[src/hdl/lbc_pkg.sv]
// Shared types and constants for the layer blend compositor.
// No dependencies; imported by every RTL module.
package lbc_pkg;

	typedef logic [7:0] chan_t;
	typedef chan_t [3:0] pix_t;		// [0] red, [1] green, [2] blue, [3] alpha

	localparam int NCOL = 3;

	typedef logic [2:0] mode_t;
	localparam mode_t MODE_NORMAL   = 3'd0;
	localparam mode_t MODE_MULTIPLY = 3'd1;
	localparam mode_t MODE_SCREEN   = 3'd2;
	localparam mode_t MODE_OVERLAY  = 3'd3;
	localparam mode_t MODE_DARKEN   = 3'd4;
	localparam mode_t MODE_LIGHTEN  = 3'd5;

	typedef logic [1:0] reg_idx_t;
	localparam reg_idx_t REG_BLEND_MODE = 2'd0;
	localparam reg_idx_t REG_STRENGTH   = 2'd1;
	localparam reg_idx_t REG_LAYER_KIND = 2'd2;

	localparam logic KIND_FILTER = 1'b0;
	localparam logic KIND_SOURCE = 1'b1;

	localparam logic [6:0] PCT_FULL = 7'd100;

	// reciprocal constants: floor(v / d) = (v * R) >> S over the value ranges used
	localparam logic [18:0] RECIP_510  = 19'd263173;
	localparam logic [12:0] RECIP_100  = 13'd5243;
	localparam logic [23:0] RECIP_100W = 24'd10737419;
	localparam logic [16:0] RECIP_255  = 17'd65794;

	localparam logic [23:0] FULL_Q16   = 24'd16711680;
	localparam logic [14:0] A_FULL     = 15'd25500;
	localparam logic [22:0] HALF_ALPHA = 23'd12750;
	localparam logic [30:0] HALF_FILT  = 31'd3276800;

	localparam int QBITS = 9;
	localparam int DVD_W = 49;
	localparam int DVS_W = 39;

	typedef logic [QBITS-1:0] quot_t;
	typedef logic [DVD_W-1:0] dvd_t;
	typedef logic [DVS_W-1:0] dvs_t;

	typedef struct packed {
		mode_t      mode;
		logic [6:0] pct;
		logic       kind;
	} cfg_t;

	typedef struct packed {
		logic        kind;
		logic        pzero;
		logic        nzero;
		pix_t        base;
		quot_t [3:0] fq;
		quot_t       sa;
	} side_t;

	typedef struct packed {
		side_t       side;
		dvd_t [2:0]  dvd;
		dvs_t        dvs;
	} front_t;

	function automatic chan_t clamp8(quot_t q);
		return (q > quot_t'(255)) ? 8'hFF : q[7:0];
	endfunction

endpackage

[src/hdl/lbc_div.sv]
// Pipelined restoring divider, one quotient bit per stage, rounded half up upstream.
// Depends on lbc_pkg.
module lbc_div (
	input  logic         clk,
	input  logic         adv,
	input  lbc_pkg::dvd_t dvd,
	input  lbc_pkg::dvs_t dvs,
	output lbc_pkg::quot_t quot
);
	import lbc_pkg::*;

	dvd_t  rem_s [QBITS-1];
	dvs_t  den_s [QBITS-1];
	quot_t q_s   [QBITS];

	for (genvar i = 0; i < QBITS; i++) begin : g_stage
		localparam int SH = QBITS - 1 - i;
		dvd_t  rem_in;
		dvs_t  den_in;
		quot_t q_in;
		dvd_t  cmp;
		dvd_t  rem_nxt;
		quot_t q_nxt;

		if (i == 0) begin : g_first
			assign rem_in = dvd;
			assign den_in = dvs;
			assign q_in   = '0;
		end else begin : g_next
			assign rem_in = rem_s[i-1];
			assign den_in = den_s[i-1];
			assign q_in   = q_s[i-1];
		end

		always_comb begin
			cmp     = DVD_W'({den_in, 1'b0}) << SH;
			rem_nxt = rem_in;
			q_nxt   = q_in;
			if (rem_in >= cmp) begin
				rem_nxt   = rem_in - cmp;
				q_nxt[SH] = 1'b1;
			end
		end

		always_ff @(posedge clk) begin
			if (adv) begin
				q_s[i] <= q_nxt;
			end
		end

		if (i < QBITS - 1) begin : g_carry
			always_ff @(posedge clk) begin
				if (adv) begin
					rem_s[i] <= rem_nxt;
					den_s[i] <= den_in;
				end
			end
		end
	end

	assign quot = q_s[QBITS-1];

endmodule

[config.mk]
export PLATFORM = sky130hd
export DESIGN_NAME = lbc_div
export DESIGN_NICKNAME = d
export VERILOG_FILES = /design/src/hdl/lbc_pkg.sv /design/src/hdl/lbc_div.sv
export SDC_FILE = /design/constraint.sdc
export NUM_CORES = 2
export LEC_CHECK = 0
export ABC_AREA = 1
export BUFFER_PORTS_ARGS = -buffer_cell sky130_fd_sc_hd__clkbuf_2
export CAP_MARGIN = 20
export CORE_UTILIZATION = 40
export CTS_CLUSTER_SIZE = 24
export DETAILED_ROUTE_END_ITERATION = 16
export PLACE_DENSITY = 0.6
export SYNTH_ARGS = -nofsm -noshare
export SYNTH_HDL_FRONTEND = slang
export SYNTH_SLANG_ARGS = --single-unit
[constraint.sdc]
create_clock -name clk -period 6.85 [get_ports clk]
set_clock_uncertainty 0.05 [all_clocks]
set_input_delay 0.3425 -clock clk [delete_from_list [all_inputs] [get_ports clk]]
set_output_delay 0.3425 -clock clk [all_outputs]
set_load 0.01 [all_outputs]
==> impl_results.rst <==
.. list-table::
   :header-rows: 1

   * - Metric
     - Value
   * - Status
     - finished, final reports clean
   * - Number of antenna-violating nets in the routed design
     - 0
   * - Vias in the first global route
     - 50.5k
   * - Final-report setup violation count
     - 0
   * - Number of synthesized flops with an enable pin
     - 749
   * - Number of max-capacitance violations reported
     - 0
   * - Post-synth ARST share
     - 0%
   * - Power density relative to cell area
     - between 300 and 400 nW/um^2
   * - Routed vias
     - 51.1k
   * - Total grt overflow
     - 0
   * - Capture point of the critical path
     - rem_s[0][145]
   * - Post-synthesis net count
     - 8613
   * - CP Launch Type
     - register
   * - Library cells used by synthesis
     - a little over 40
   * - Average wire per standard cell
     - about 21 um
   * - Cell type with the highest aggregate area in the netlist
     - sky130_fd_sc_hd__edfxtp_1
   * - Power consumption
     - about 0.025 W
   * - Area fraction of the dominant cell type after synthesis
     - 39.8%
   * - Maximum clock frequency
     - 0.257 GHz
   * - Vias per cell
     - 4.94
   * - Synth-to-layout area growth
     - 11.7%
   * - Number of gates resized after cts
     - 0
   * - Yosys Warn Count
     - 0
   * - Number of instances in the placed design
     - 10.1k
   * - Most frequent cell on the critical path
     - sky130_fd_sc_hd__nor2_1
   * - Sequential-to-total area share from yosys stat
     - 39.8%
   * - Final cell count without fillers
     - 10.3k
   * - Most frequent cell after synthesis
     - sky130_fd_sc_hd__nand2_1
   * - Start-to-end type of the worst setup path
     - reg -> reg
   * - Largest fanout on the critical path
     - 43
   * - Initial DRC Count
     - 3756
   * - Data required time of the worst path
     - about 7.3 ns
   * - Hold Crit Depth
     - 1
   * - Slack of the worst reg-to-reg path
     - 2.96 ns
   * - Insertion delay of the later-clocked pin in the worst-skew pair
     - approximately 0.74 ns
   * - Worst slew slack as a fraction of its limit
     - 23.4%
   * - Worst path cell trace
     - inv_1 -> ha_1 -> nand2_1 -> nor2_1 -> nand3_1 -> o21ai_1 -> nor2_1 -> nand2_2 -> buf_4 -> inv_2 -> a21oi_1
   * - Effective utilization at floorplan
     - 40.4%
   * - Maximum number of pins on one net before global-route repair
     - roughly 150
   * - Final hold vios
     - 0
   * - Top_reg_cell synth
     - sky130_fd_sc_hd__edfxtp_1
   * - Port buffer count
     - 98
   * - Antenna cells
     - 0
   * - Flops & latches, synth
     - around 750
   * - Die Span Y
     - 378 um
   * - Total Wirelength
     - 220000 um
   * - Post-placement cell area
     - 59100 um^2
   * - HPWL Detailed
     - 183000 um
   * - All-Layer GR Usage
     - 30.8%
   * - Slew at the pin closest to its max-slew limit
     - 1.14 ns
   * - Antenna violations before repair
     - 2
   * - Worst reg2reg startpoint
     - den_s[0][45]
   * - Arrival @ worst endpoint
     - between 4 and 5 ns
   * - Worst-path clk slew
     - 0.06 ns
   * - Commonest cells in the synthesized netlist
     - 3347 x sky130_fd_sc_hd__nand2_1, 1694 x sky130_fd_sc_hd__inv_1, 749 x sky130_fd_sc_hd__edfxtp_1
   * - Fill count
     - 14.6k
   * - Max Root-Sink Buffers
     - 3
   * - DIE AREA
     - 143000 um^2
   * - Cell area after synthesis
     - 56600 um^2
   * - Static power due to leakage
     - 33.0 nW
   * - First-pass GRT wire length
     - 322000 um
   * - Total negative slack for setup checks
     - 0 ns
   * - Final number of max-transition violations
     - 0
   * - Max incr delay on CP
     - 0.49 ns
   * - CTS H-Tree Depth
     - 3
   * - 1st-pass router iterations
     - 6
   * - Final critical path time including I/O delays and setup
     - about 4 ns
   * - Share of layout cells above drive strength 1
     - 3.75%
   * - TritonCTS Buffers
     - 90
   * - Number of buffers and inverters on the critical path
     - 3
   * - Post-layout utilization of the core
     - between 40% and 50%
   * - Setup repair bufs after CTS
     - 0
   * - Layout Cell Area excl Fill
     - 63200 um^2
   * - Period utilization
     - 56.8%
   * - Cell at the slowest stage of the critical path
     - sky130_fd_sc_hd__inv_2
   * - Gate count after technology mapping
     - 8164
   * - Class of the worst hold path
     - in -> reg
   * - Number of standard-cell rows in the floorplan
     - 137
   * - Peak supply drop
     - 0.000206 V
   * - Number of I/O pins
     - 99
   * - Post-route DRC
     - 0
   * - Total number of clock tree sinks
     - 749
   * - Overall die width
     - 378 um
   * - Global placer's final weighted congestion
     - 0.987
   * - Core ar.
     - 140000 um^2
   * - Hold-fix buffers at CTS
     - 86
   * - Root buf cell
     - sky130_fd_sc_hd__clkbuf_16
   * - Unrepaired setup endpoints after global routing
     - no
   * - Net total in the final layout
     - 8838
   * - Leading cell types by total area after synthesis
     - sky130_fd_sc_hd__edfxtp_1 40%, sky130_fd_sc_hd__nand2_1 22%, sky130_fd_sc_hd__inv_1 11%
   * - Delay-heaviest family, CP
     - buffers and inverters
   * - Launch point of the critical path
     - den_s[0][45]
   * - RR Endpoint
     - rem_s[0][145]
   * - Logic depth of the worst register-to-register path
     - 11
   * - TritonCTS clock tree
     - done
   * - CP endpoint kind
     - register
   * - Syn avg cell area
     - 6.93 um^2
   * - Count of cell instances traversed by the critical path
     - 11
## report_power, final
group          switching [W]  internal [W]  leakage, nW
combinational        0.00852       0.00365         24.2
clock                0.00216       0.00307         1.52
sequential          0.000894       0.00655         7.29
## state kept, by name, summed over array words and instances, names as in the netlist
name   cells
den_s    312
rem_s    392
q_s       45
## placed cells by master (no fill, tap or decap), types with 91 or more instances in the layout
master                      count
sky130_fd_sc_hd__nor2_1       643
sky130_fd_sc_hd__edfxtp_1     749
sky130_fd_sc_hd__nand2_1     3347
sky130_fd_sc_hd__clkbuf_2      97
sky130_fd_sc_hd__ha_1         351
sky130_fd_sc_hd__nand3_1      445
sky130_fd_sc_hd__inv_1       1694
sky130_fd_sc_hd__clkbuf_16     91
sky130_fd_sc_hd__a21oi_1      287
sky130_fd_sc_hd__xor2_1       162
## final cells by class
type,instances,area [um^2],area share [%]
Sequential cell,749,22500,35.6
Clock buffer,97,2300,3.64
Timing Repair Buffer,198,1530,2.42
Inverter,1702,6390,10.1
Multi-Input combinational cell,5648,27200,43.1
Tap cell,1876,2350,3.71
Clock inverter,65,902,1.43
## kinds of logic after synthesis
kind of cell | count (synthesis) | share of synthesized area [%]
flip-flops | 749 | 39.8
adder cells (fa/ha/maj) | 359 | 8.05
XOR/XNOR | 170 | 2.63
buffers and inverters | 1767 | 12.1
AO/OA/AOI/OAI | 430 | 4.11
AND/OR/NAND/NOR | 4689 | 33.3
## layer usage
layer | global-route usage, % | wire length (um)
met1 | 33.3 | 83500
met2 | 57.0 | 112000
met3 | 3.81 | 9050
met4 | 18.5 | 15100
met5 | 0 | 22
## worst min path at each step
stage                    from       endpoint  slack [ns]
floorplan           q_s[0][8]      q_s[1][8]        0.35
global route           dvd[9]    rem_s[0][9]        0.05
CTS                    dvd[9]    rem_s[0][9]        0.03
finish                    adv  rem_s[0][191]        0.07
global placement    q_s[2][8]      q_s[3][8]        0.35
detailed placement  q_s[6][4]      q_s[7][4]        0.36
## through the flow
step | hold slack [ns] | setup slack [ns]
after floorplan | 0.350 | 4.50
after global placement | 0.351 | 3.02
after detailed placement | 0.355 | 3.05
after CTS | 0.0340 | 3.00
after global routing | 0.0515 | 2.81
final | 0.0671 | 2.96
## worst reg2reg max path, stage by stage (launching register included)
cell and delay, ns:
sky130_fd_sc_hd__edfxtp_1 0.44, sky130_fd_sc_hd__inv_1 0.07, sky130_fd_sc_hd__ha_1 0.34, sky130_fd_sc_hd__nand2_1 0.11, sky130_fd_sc_hd__nor2_1 0.37, sky130_fd_sc_hd__nand3_1 0.35
sky130_fd_sc_hd__o21ai_1 0.25, sky130_fd_sc_hd__nor2_1 0.07, sky130_fd_sc_hd__nand2_2 0.06, sky130_fd_sc_hd__buf_4 0.46, sky130_fd_sc_hd__inv_2 0.53, sky130_fd_sc_hd__a21oi_1 0.54
Power figures use the tool's default switching activity.
